==> config.mk <==
export PLATFORM = sky130hd
export DESIGN_NAME = single_wire_sensor_frame_receiver
export DESIGN_NICKNAME = d
export VERILOG_FILES = /design/src/sv/swsr_pkg.sv /design/src/sv/single_wire_sensor_frame_receiver.sv
export SDC_FILE = /design/constraint.sdc
export NUM_CORES = 1
export LEC_CHECK = 0
export BUFFER_PORTS_ARGS = -buffer_cell sky130_fd_sc_hd__buf_2
export CAP_MARGIN = 5
export CORE_ASPECT_RATIO = 0.7
export CORE_MARGIN = 2
export CORE_UTILIZATION = 30
export CTS_BUF_LIST = sky130_fd_sc_hd__clkbuf_4 sky130_fd_sc_hd__clkbuf_8
export DETAILED_ROUTE_END_ITERATION = 7
export REMOVE_ABC_BUFFERS = 1
export SYNTH_ARGS = -nofsm -noshare
export SYNTH_HDL_FRONTEND = slang
export SYNTH_SLANG_ARGS = --single-unit
==> constraint.sdc <==
create_clock -name clk -period 5 [get_ports clk]
set_input_delay 0.5 -clock clk [delete_from_list [all_inputs] [get_ports clk]]
set_output_delay 0.5 -clock clk [all_outputs]
set_load 0.02 [all_outputs]
==> src/sv/swsr_pkg.sv <==
`timescale 1ns / 1ps
`default_nettype none
// ----------------------------------------------------------------------------
// swsr_pkg
// Types, constants and helpers for the single-wire sensor frame receiver.
// ----------------------------------------------------------------------------
package swsr_pkg;

  localparam int FrameBits = 40;
  localparam int CountW    = $clog2(FrameBits + 1);

  localparam logic [6:0] NomAck  = 7'd80;
  localparam logic [6:0] NomLow  = 7'd50;
  localparam logic [6:0] NomZero = 7'd27;
  localparam logic [6:0] NomOne  = 7'd70;

  localparam int TempW   = 17;
  localparam int OffsetW = 10;
  localparam int TolW    = 8;

  typedef enum logic [1:0] {
    OP_START    = 2'd0,
    OP_ELAPSED  = 2'd1,
    OP_EDGE     = 2'd2,
    OP_CONSUMED = 2'd3
  } op_t;

  typedef enum logic [2:0] {
    PH_IDLE            = 3'd0,
    PH_START           = 3'd1,
    PH_WAIT_ACK        = 3'd2,
    PH_ACK             = 3'd3,
    PH_WAIT_DATA_START = 3'd4,
    PH_WAIT_DATA       = 3'd5,
    PH_DATA            = 3'd6,
    PH_READY           = 3'd7
  } phase_t;

  typedef enum logic [1:0] {
    ST_IDLE  = 2'd0,
    ST_BUSY  = 2'd1,
    ST_READY = 2'd2
  } status_t;

  typedef enum logic {
    CFG_TOLERANCE   = 1'b0,
    CFG_TEMP_OFFSET = 1'b1
  } cfg_idx_t;

  // width in us against nominal +/- tolerance, low bound may go negative
  function automatic logic in_window(input logic [14:0] width,
                                     input logic [6:0]  nominal,
                                     input logic [TolW-1:0] tol);
    logic signed [16:0] w;
    logic signed [16:0] lo;
    logic signed [16:0] hi;
    begin
      w  = signed'({2'b00, width});
      lo = signed'({10'd0, nominal}) - signed'({9'd0, tol});
      hi = signed'({10'd0, nominal}) + signed'({9'd0, tol});
      in_window = (w >= lo) && (w <= hi);
    end
  endfunction

endpackage
`default_nettype wire

==> src/sv/single_wire_sensor_frame_receiver.sv <==
`timescale 1ns / 1ps
`default_nettype none
// ----------------------------------------------------------------------------
// single_wire_sensor_frame_receiver
// Host-side event handler for a single-wire humidity/temperature sensor read:
// pulse-width checks, bit shifting, checksum and temperature conversion.
//
//   channel | direction | tuser       | tdata
//   in_     | slave     | opcode      | timestamp
//   out_    | master    | -           | status, drive_low, edge_rising,
//           |           |             | humidity, temperature, ok, error
//   cfg_    | write     | -           | tolerance_us, temp_offset_tenths
//
// one request per cycle unless a stalled result holds; each request yields one result
// each result is registered in the single output register after the event logic
// rst_n (synchronous) returns the phase to idle and clears stored values
// a stalled result holds while the next request is taken only as it leaves
// ----------------------------------------------------------------------------
module single_wire_sensor_frame_receiver
  import swsr_pkg::*;
(
  input  wire logic                clk,
  input  wire logic                rst_n,
  input  wire logic                in_tvalid,
  output logic                     in_tready,
  input  wire logic [15:0]         in_tdata,   // timestamp
  input  wire logic [1:0]          in_tuser,   // opcode
  output logic                     out_tvalid,
  input  wire logic                out_tready,
  output logic [39:0]              out_tdata,  // status[1:0], drive_low, edge_rising,
                                               // humidity[19:4], temperature[36:20],
                                               // frame_ok, frame_error, zero pad
  input  wire logic                cfg_we,
  input  wire logic                cfg_addr,
  input  wire logic [OffsetW-1:0]  cfg_wdata
);

  logic [TolW-1:0]          tol_r;
  logic signed [OffsetW-1:0] offset_r;

  phase_t                   phase_r, phase_nxt;
  logic [15:0]              last_r, last_nxt;
  logic [FrameBits-1:0]     frame_r, frame_nxt;
  logic [CountW-1:0]        count_r, count_nxt;
  logic [15:0]              hum_r, hum_nxt;
  logic [TempW-1:0]         temp_r, temp_nxt;
  logic                     ok_nxt, err_nxt;

  logic                     out_valid_r;
  logic [39:0]              out_data_r, out_data_nxt;

  logic                     in_acc;
  op_t                      op;
  logic [15:0]              diff;
  logic [14:0]              width;
  logic                     win_ack, win_low, win_zero, win_one;
  logic [FrameBits-1:0]     shifted;
  logic [CountW-1:0]        count_inc;
  logic [7:0]               crc;
  logic [15:0]              t_raw;
  logic [15:0]              h_raw;
  logic [9:0]               sum;
  logic signed [TempW-1:0]  mag;
  logic signed [TempW-1:0]  temp_calc;

  status_t                  status;
  logic                     drive_low;
  logic                     rising;

  assign in_tready  = !out_valid_r || out_tready;
  assign in_acc     = in_tvalid && in_tready;
  assign out_tvalid = out_valid_r;
  assign out_tdata  = out_data_r;
  assign op         = op_t'(in_tuser);

  // config registers
  always_ff @(posedge clk) begin
    if (!rst_n) begin
      tol_r    <= TolW'(10);
      offset_r <= '0;
    end else if (cfg_we) begin
      unique case (cfg_idx_t'(cfg_addr))
        CFG_TOLERANCE:   tol_r    <= cfg_wdata[TolW-1:0];
        CFG_TEMP_OFFSET: offset_r <= signed'(cfg_wdata);
        default:         ;
      endcase
    end
  end

  // width and frame datapath
  assign diff      = in_tdata - last_r;
  assign width     = diff[15:1];
  assign win_ack   = in_window(width, NomAck, tol_r);
  assign win_low   = in_window(width, NomLow, tol_r);
  assign win_zero  = in_window(width, NomZero, tol_r);
  assign win_one   = !win_zero && in_window(width, NomOne, tol_r);
  assign shifted   = {frame_r[FrameBits-2:0], win_one};
  assign count_inc = count_r + CountW'(1);
  assign crc       = shifted[7:0];
  assign t_raw     = shifted[23:8];
  assign h_raw     = shifted[39:24];
  assign sum       = {2'b00, h_raw[7:0]} + {2'b00, h_raw[15:8]}
                   + {2'b00, t_raw[7:0]} + {2'b00, t_raw[15:8]};
  assign mag       = signed'({2'b00, t_raw[14:0]});
  assign temp_calc = (t_raw[15] ? -mag : mag)
                   + TempW'(offset_r);

  // next state
  always_comb begin
    phase_nxt = phase_r;
    last_nxt  = last_r;
    frame_nxt = frame_r;
    count_nxt = count_r;
    hum_nxt   = hum_r;
    temp_nxt  = temp_r;
    ok_nxt    = 1'b0;
    err_nxt   = 1'b0;
    unique case (op)
      OP_START: begin
        if (phase_r == PH_IDLE || phase_r == PH_READY) phase_nxt = PH_START;
      end
      OP_ELAPSED: begin
        if (phase_r == PH_START) begin
          phase_nxt = PH_WAIT_ACK;
          last_nxt  = in_tdata;
        end
      end
      OP_CONSUMED: begin
        phase_nxt = PH_IDLE;
        frame_nxt = '0;
        count_nxt = '0;
      end
      OP_EDGE: begin
        unique case (phase_r)
          PH_WAIT_ACK: begin
            last_nxt  = in_tdata;
            phase_nxt = PH_ACK;
          end
          PH_ACK, PH_WAIT_DATA_START: begin
            last_nxt = in_tdata;
            if (win_ack) begin
              phase_nxt = (phase_r == PH_ACK) ? PH_WAIT_DATA_START : PH_WAIT_DATA;
            end else begin
              phase_nxt = PH_IDLE;
              frame_nxt = '0;
              count_nxt = '0;
              err_nxt   = 1'b1;
            end
          end
          PH_WAIT_DATA: begin
            last_nxt = in_tdata;
            if (win_low) begin
              phase_nxt = PH_DATA;
            end else begin
              phase_nxt = PH_IDLE;
              frame_nxt = '0;
              count_nxt = '0;
              err_nxt   = 1'b1;
            end
          end
          PH_DATA: begin
            last_nxt = in_tdata;
            if (win_zero || win_one) begin
              frame_nxt = shifted;
              count_nxt = count_inc;
              phase_nxt = PH_WAIT_DATA;
              if (count_inc == CountW'(FrameBits)) begin
                frame_nxt = '0;
                count_nxt = '0;
                if (sum[7:0] != crc) begin
                  phase_nxt = PH_IDLE;
                  err_nxt   = 1'b1;
                end else begin
                  temp_nxt  = temp_calc;
                  hum_nxt   = h_raw;
                  phase_nxt = PH_READY;
                  ok_nxt    = 1'b1;
                end
              end
            end else begin
              phase_nxt = PH_IDLE;
              frame_nxt = '0;
              count_nxt = '0;
              err_nxt   = 1'b1;
            end
          end
          PH_IDLE, PH_START, PH_READY: ;
          default: ;
        endcase
      end
      default: ;
    endcase
  end

  // outputs from the new phase
  always_comb begin
    unique case (phase_nxt)
      PH_IDLE:  status = ST_IDLE;
      PH_READY: status = ST_READY;
      default:  status = ST_BUSY;
    endcase
    drive_low = (phase_nxt == PH_START);
    rising    = (phase_nxt == PH_ACK) || (phase_nxt == PH_WAIT_DATA);
    out_data_nxt = {1'b0, err_nxt, ok_nxt, temp_nxt, hum_nxt, rising, drive_low,
                    status};
  end

  always_ff @(posedge clk) begin
    if (!rst_n) begin
      phase_r     <= PH_IDLE;
      last_r      <= '0;
      frame_r     <= '0;
      count_r     <= '0;
      hum_r       <= '0;
      temp_r      <= '0;
      out_valid_r <= 1'b0;
    end else begin
      if (in_acc) begin
        phase_r <= phase_nxt;
        last_r  <= last_nxt;
        frame_r <= frame_nxt;
        count_r <= count_nxt;
        hum_r   <= hum_nxt;
        temp_r  <= temp_nxt;
      end
      if (in_acc) begin
        out_valid_r <= 1'b1;
      end else if (out_tready) begin
        out_valid_r <= 1'b0;
      end
    end
  end

  always_ff @(posedge clk) begin
    if (in_acc) begin
      out_data_r <= out_data_nxt;
    end
  end

  // checks
  a_ok_ready: assert property (@(posedge clk) disable iff (!rst_n)
    out_valid_r && out_data_r[37] |-> out_data_r[1:0] == ST_READY)
    else $error("frame_ok without ready status");

  a_err_idle: assert property (@(posedge clk) disable iff (!rst_n)
    out_valid_r && out_data_r[38] |-> out_data_r[1:0] == ST_IDLE)
    else $error("frame_error without idle status");

  a_count_range: assert property (@(posedge clk) disable iff (!rst_n)
    count_r < CountW'(FrameBits))
    else $error("bit count out of range");

  a_accept_result: assert property (@(posedge clk) disable iff (!rst_n)
    in_acc |=> out_valid_r)
    else $error("accepted request produced no result");

  a_frame_cleared: assert property (@(posedge clk) disable iff (!rst_n)
    phase_r == PH_IDLE |-> count_r == '0 && frame_r == '0)
    else $error("partial frame left in idle");

endmodule
`default_nettype wire

==> reports/metrics.yaml, run 1 <==
layout:
  seq_area_um2: 3500
  fillCellCount: 3769
  final_nets: 1636
  multiInputGateArea_um2: 7650
  areaGrowthSynthToFinish_pct: 21.7
  drive_gt1_frac: 0.202
  fin_util: 0.370
synth:
  netlist_instances: 1312
  ys.flop_type: "dfxtp_1"
  synth_top_area_frac: 0.205
  synth_area_um2: 11300
  ys_warn_count: 0
  synth_edf_count: 39
  ys_types: 65
  synthTopCellsByArea: "dfxtp_1, ha_1, edfxtp_1"
  ys_seq_area_frac: 0.308
  ys_ff_latch: 155
  synth_area_per_cell_um2: 8.64
  yosys.area.top_type: "dfxtp_1"
  async_flop_share: 0
placement:
  portBuffers: 74
  place_congestion: 0.903
  dp_hpwl_um: 23600
clock_tree:
  htreeDepth: 4
  cts_tree: "done"
  cts_root_buf: "clkbuf_8"
  cts_sinks: 155
  path_clk_slew_ns: 0.11
  numCtsBuffers: 17
  hold_buffers: 0
  clockBufferDepth: 2
  clock_latency_ns: 0.50
power:
  irDropWorstVdd_mv: 0.175
  power.density_nw_per_um2: 238
  p_leak_nw: 5.73
grt:
  grt_max_degree: 59
  grt_pass1_vias: 9585
  grt_usage: 0.163
  overflow: 0
  grt_pass1_wl_um: 51600
  antenna_found_initial: 5
routing:
  drt_wl_total_um: 33400
  drt-pass1-iter-count: 5
  drc: 0
  via_per_inst: 5.21
  wl_per_cell_um: 17.1
  drtIter0Drc: 934
  ant_nets: 0
  via_count: 10203
setup_path:
  crit_cells: 23
  cp_max_fo: 6
  critPathCaptureType: "flip-flop"
  ff2ff_path_depth: 23
  cp.arrival_ns: 5.15
  critPathSlowestCell: "a221o_1"
  cp_top_family: "compound AO/OA/AOI/OAI gates"
  worstPathCellList: "inv_1, ha_4, a21o_1, a31o_2, a221o_1, o21ba_4, o21ai_2, nand2_2, xnor2_4, buf_4, ha_2, a2111oi_2, o21ai_1, o211ai_1, and3_1, a21o_1, nor3_2, buf_4, o2111ai_4, buf_6, buf_12, clkbuf_16, mux2_2"
  cp.required_ns: 5.26
  cp-start-kind: "flip-flop"
  cpPeakStageDelay_ns: 0.39
  critPathBufInv: 6
  path_class: "flip-flop to flip-flop"
sta:
  finalHoldViolCount: 0
  fin_crit_ns: 4.89
  finalSetupViolCount: 0
  period_share: 0.979
  worst_slew_pin_slew_ns: 1.15
  relSlewSlack: 0.234
  clock.fmax_mhz: 204
  skew_ns: 0.0161
  finalMaxSlewViolations: 0
  hold_ws_ns: 0.243
floorplanning:
  die-area_um2: 39400
  chipWidth_um: 236
  die_h_um: 167
  num_rows: 59
  ioPinCount: 76
  core_um2: 37200
  initial_utilization: 0.305
hold_path:
  whs_path_depth: 3
  min_path_type: "input pin to flip-flop"
run:
  cap_violations: 0
outcome:
  status: "finished, final reports clean"
## state kept, by name (all words and copies together) (netlist names)
register and cells:
frame_r 39, out_tdata 39, temp_r 17, hum_r 16, last_r 16, offset_r 10, tol_r 8, count_r 6
phase_r 3, out_tvalid 1
## stage by stage
stage	instance area, um^2	cells	worst slack [ns]	TNS [ns]	power, W
after floorplan	11100	1251	-1.82	-160.00	0.00184
after global placement	12800	1900	-0.471	-39.38	0.00212
after detailed placement	12800	1900	-0.595	-54.99	0.00215
after CTS	13300	1934	0.0303	0	0.00325
after global routing	13800	1957	-0.0673	-0.626	0.00346
final	13800	1958	0.105	0	0.00329
## worst min-delay path, stage by stage
cell and delay [ns]:
buf_2 0.08, mux2i_1 0.06, nor2_1 0.07
## layout make-up
class | count | area share
multi-input cells | 1041 | 0.555
clock inverters | 15 | 0.0144
flip-flops and latches | 155 | 0.254
well taps | 488 | 0.0443
clock buffers | 17 | 0.0170
repair buffers | 182 | 0.0993
inverters | 58 | 0.0158
diodes | 2 | 0.000363
## metal layers
metal,GRT usage,vias to the layer above,part of all wire
li1,-,4974,-
met2,0.229,287,0.40
met4,0.0479,4,0.018
met3,0.0390,34,0.073
met5,0,-,0.00069
met1,0.244,4904,0.51
## logic make-up (layout without fill, tap and decap cells)
logic type                 count (synthesis)  in the layout  synth area share
xor gates and xnor gates                  94             94            0.0727
AOI/OAI and AO/OA                        359            359             0.198
and+or+nand+nor                          400            403             0.170
other                                      1              3          0.000331
muxes                                     37             37            0.0348
adders and majority gates                147            147             0.173
DFF                                      155            155             0.308
buffers and inverters                    119            272            0.0425
## worst paths after layout
check                                            start                      end  slack (ns)
worst min-delay path                       in_tdata[0]   last_r[0]$_SDFFE_PN0P_        0.24
worst min register to register  hum_r[10]$_SDFFE_PN0P_   hum_r[10]$_SDFFE_PN0P_        0.46
worst max register to register  last_r[2]$_SDFFE_PN0P_  out_tdata[17]$_DFFE_PP_        0.11
worst max-delay path            last_r[2]$_SDFFE_PN0P_  out_tdata[17]$_DFFE_PP_        0.11
## cell usage in the layout, fill, tap and decap left out, types with 9 or more instances in the layout
cell type,n
nand2_1,157
ha_1,127
a21oi_1,121
dfxtp_1,112
buf_4,88
buf_2,74
o21ai_0,69
xnor2_1,63
inv_1,53
nor2_1,51
nand3_1,40
edfxtp_1,39
o21a_1,37
nor2b_1,32
and3_1,29
xor2_1,28
a21o_1,19
mux2_2,19
or3_1,18
mux2i_1,18
o211ai_1,17
clkbuf_8,17
nor3_1,16
fa_1,15
nand2b_1,13
nand4_1,10
a31oi_1,10
buf_6,10
a211oi_1,9
## cell usage after synthesis (all sizes together) (23+ instances only)
cell type	number
clkbuf	38
a21oi	127
inv	54
xor2	29
nand3	40
buf	23
xnor2	65
and3	29
nand2	158
edfxtp	39
nor2	55
o21ai	74
dfxtp	116
o21a	37
ha	131
nor2b	34
## power breakdown
group | switching [W] | internal, W
clock | 0.000571 | 0.000514
combinational | 0.000503 | 0.000371
sequential | 0.0000178 | 0.00131
## what timing repair did
action	4_1_cts	5_1_grt
endpoints found under the hold margin	0	0
pin swaps	2	26
resized for setup	5	62
endpoints found under the setup margin	114	119
setup buffers	1	13
gates cloned	1	9
No activity file was read; power rests on OpenSTA's default activity.
==> inputs of run 2 (changes only) <==
--- a/config.mk
+++ b/config.mk
@@ -9,9 +9,10 @@
 export CAP_MARGIN = 5
 export CORE_ASPECT_RATIO = 0.7
 export CORE_MARGIN = 2
-export CORE_UTILIZATION = 30
-export CTS_BUF_LIST = sky130_fd_sc_hd__clkbuf_4 sky130_fd_sc_hd__clkbuf_8
+export CORE_UTILIZATION = 56
+export CTS_BUF_LIST = sky130_fd_sc_hd__clkbuf_16
 export DETAILED_ROUTE_END_ITERATION = 7
+export PLACE_DENSITY = 0.78
 export REMOVE_ABC_BUFFERS = 1
 export SYNTH_ARGS = -nofsm -noshare
 export SYNTH_HDL_FRONTEND = slang
==> run 2 against run 1 <==
Net effect:
- clock skew down 0.0056 ns
- non-clock buffer count down 9
- core utilization up 31 points
- via count up 0.29%
- sequential cell count unchanged
- count of clock-buffer cells in the layout unchanged
- worst setup slack about the same
- global-route usage up 12 points
- critical path type unchanged
- highest routed layer is now met4
==> reports/metrics.yaml, run 2 (same netlist as run 1, synthesis figures left out) <==
routing:
  wl_per_cell_um: 17.4
  drtIter0Drc: 1084
  drt-pass1-iter-count: 5
  drc: 0
  via_per_inst: 5.92
  ant_nets: 0
  via_count: 10233
  drt_wl_total_um: 30000
sta:
  clock.fmax_mhz: 204
  fin_crit_ns: 4.89
  finalSetupTns_ns: 0
  period_share: 0.979
  finalHoldViolCount: 0
  finalMaxSlewViolations: 0
  relSlewSlack: 0.257
  skew_ns: 0.0105
  finalSetupViolCount: 0
  rsz0062_at_grt: "yes"
  worst_slew_pin_slew_ns: 1.11
layout:
  final_nets: 1626
  layout_common_cells: "nand2_1, ha_1, a21oi_1"
  diodes: 0
  areaGrowthSynthToFinish_pct: 18.2
  fillCellCount: 1595
  layout_commonest_cell: "nand2_1"
  fin_cells: 1728
  fin_area_um2: 13400
  drive_gt1_frac: 0.182
setup_path:
  worst-r2r-setup-slack_ns: 0.11
  cp_max_fo: 8
  critPathCaptureType: "flip-flop"
  rr_startpoint: "frame_r[16]$_SDFFE_PN0P_"
  cp.required_ns: 5.35
  cp.arrival_ns: 5.25
  ff2ff_path_depth: 18
  path_class: "flip-flop to flip-flop"
  cp-startpoint: "frame_r[16]$_SDFFE_PN0P_"
  r2r_end: "temp_r[4]$_SDFFE_PN0P_"
  cp-start-kind: "flip-flop"
placement:
  dpl_cell_area_um2: 12500
  portBuffers: 74
  place_congestion: 0.967
  dpl.cell_count: 1684
  dp_hpwl_um: 21200
floorplanning:
  num_rows: 43
  die-area_um2: 21400
  initial_utilization: 0.572
  die_h_um: 123
  ioPinCount: 76
  core_um2: 19800
  chipWidth_um: 174
clock_tree:
  clock_latency_ns: 0.43
  cts_sinks: 155
  clockBufferDepth: 2
  cts_root_buf: "clkbuf_16"
  numCtsBuffers: 17
  path_clk_slew_ns: 0.07
  htreeDepth: 4
  cts_tree: "done"
  hold_buffers: 0
grt:
  antenna_found_initial: 0
  grt_max_degree: 56
  grt_usage: 0.279
  grt_pass1_vias: 9607
  overflow: 0
  grt_pass1_wl_um: 48100
hold_path:
  hold_path_end: "out_tvalid$_SDFFE_PN0P_"
  hp-start: "in_tvalid"
  min_path_type: "input pin to flip-flop"
  whs_path_depth: 3
outcome:
  status: "finished, final reports clean"
power:
  irDropWorstVdd_mv: 0.287
  power.density_nw_per_um2: 258
  p_total_w: 0.00346
  p_leak_nw: 5.70
run:
  cap_violations: 0
[run 2: cell types whose count changed in the layout (fill, tap and decap cells not counted), sizes merged]
| cell | before | now |
|---|---|---|
| clkbuf | 22 | 18 |
| buf | 177 | 172 |
| clkinv | 3 | 10 |
| clkinvlp | 1 | 2 |
| nor2 | 58 | 57 |
| inv | 66 | 61 |
| diode | 2 | 0 |
| bufinv | 3 | 0 |
[run 2: worst max path at each step]
stage,endpoint,depth (start not counted)
CTS,temp_r[2]$_SDFFE_PN0P_,25
floorplan,temp_r[16]$_SDFFE_PN0P_,19
global placement,out_tdata[16]$_DFFE_PP_,22
global route,temp_r[4]$_SDFFE_PN0P_,18
detailed placement,frame_r[15]$_SDFFE_PN0P_,21
finish,temp_r[4]$_SDFFE_PN0P_,18
[run 2: final cells by class]
cell class / instances / area (um^2) / share of cell area
multi-input cells: 1040 / 7510 / 0.561
flip-flops and latches: 155 / 3490 / 0.261
repair buffers: 173 / 1230 / 0.0916
clock buffers: 17 / 425 / 0.0318
well taps: 270 / 338 / 0.0252
inverters: 58 / 218 / 0.0163
clock inverters: 15 / 179 / 0.0134
[run 2: per-stage QoR]
step	setup slack, ns	hold WS (ns)	utilization
6_report	0.105	0.316	0.676
3_5_place_dp	-0.273	0.441	0.632
3_3_place_gp	-0.198	0.435	0.632
2_1_floorplan	-1.82	0.428	-
5_1_grt	-0.0585	0.324	0.676
4_1_cts	0.00539	0.308	0.664
[run 2: power by group]
part,total (W),internal [W],switching (W)
combinational,0.000822,0.000344,0.000477
sequential,0.00133,0.00131,0.0000190
clock,0.00131,0.000673,0.000634
total,0.00346,0.00233,0.00113
[run 2: what timing repair did]
item | CTS | global route
buffers inserted | 0 | 9
gates resized for setup | 2 | 35
pin swaps | 1 | 16
endpoints found under the setup margin | 42 | 119
cloned | 1 | 2
[run 2: routing by layer]
metal | wire [um] | share of wire | track usage
met5 | 0 | 0 | 0
met4 | 263 | 0.0088 | 0.0546
met3 | 2330 | 0.078 | 0.0578
met2 | 12700 | 0.42 | 0.421
met1 | 14700 | 0.49 | 0.413
[run 2: worst max-delay path, stage by stage, from the launching register on]
cell and delay [ns]:
dfxtp_1 0.49, fa_1 0.49, fa_1 0.48, ha_1 0.24
fa_1 0.41, a21o_1 0.17, a21oi_1 0.22, o21ai_0 0.17
xnor2_1 0.17, nor4_2 0.38, nand2_1 0.12, nor3_2 0.20
buf_4 0.15, o2111ai_4 0.13, buf_12 0.18, buf_12 0.12
clkbuf_16 0.15, or3_1 0.38, a21oi_1 0.15
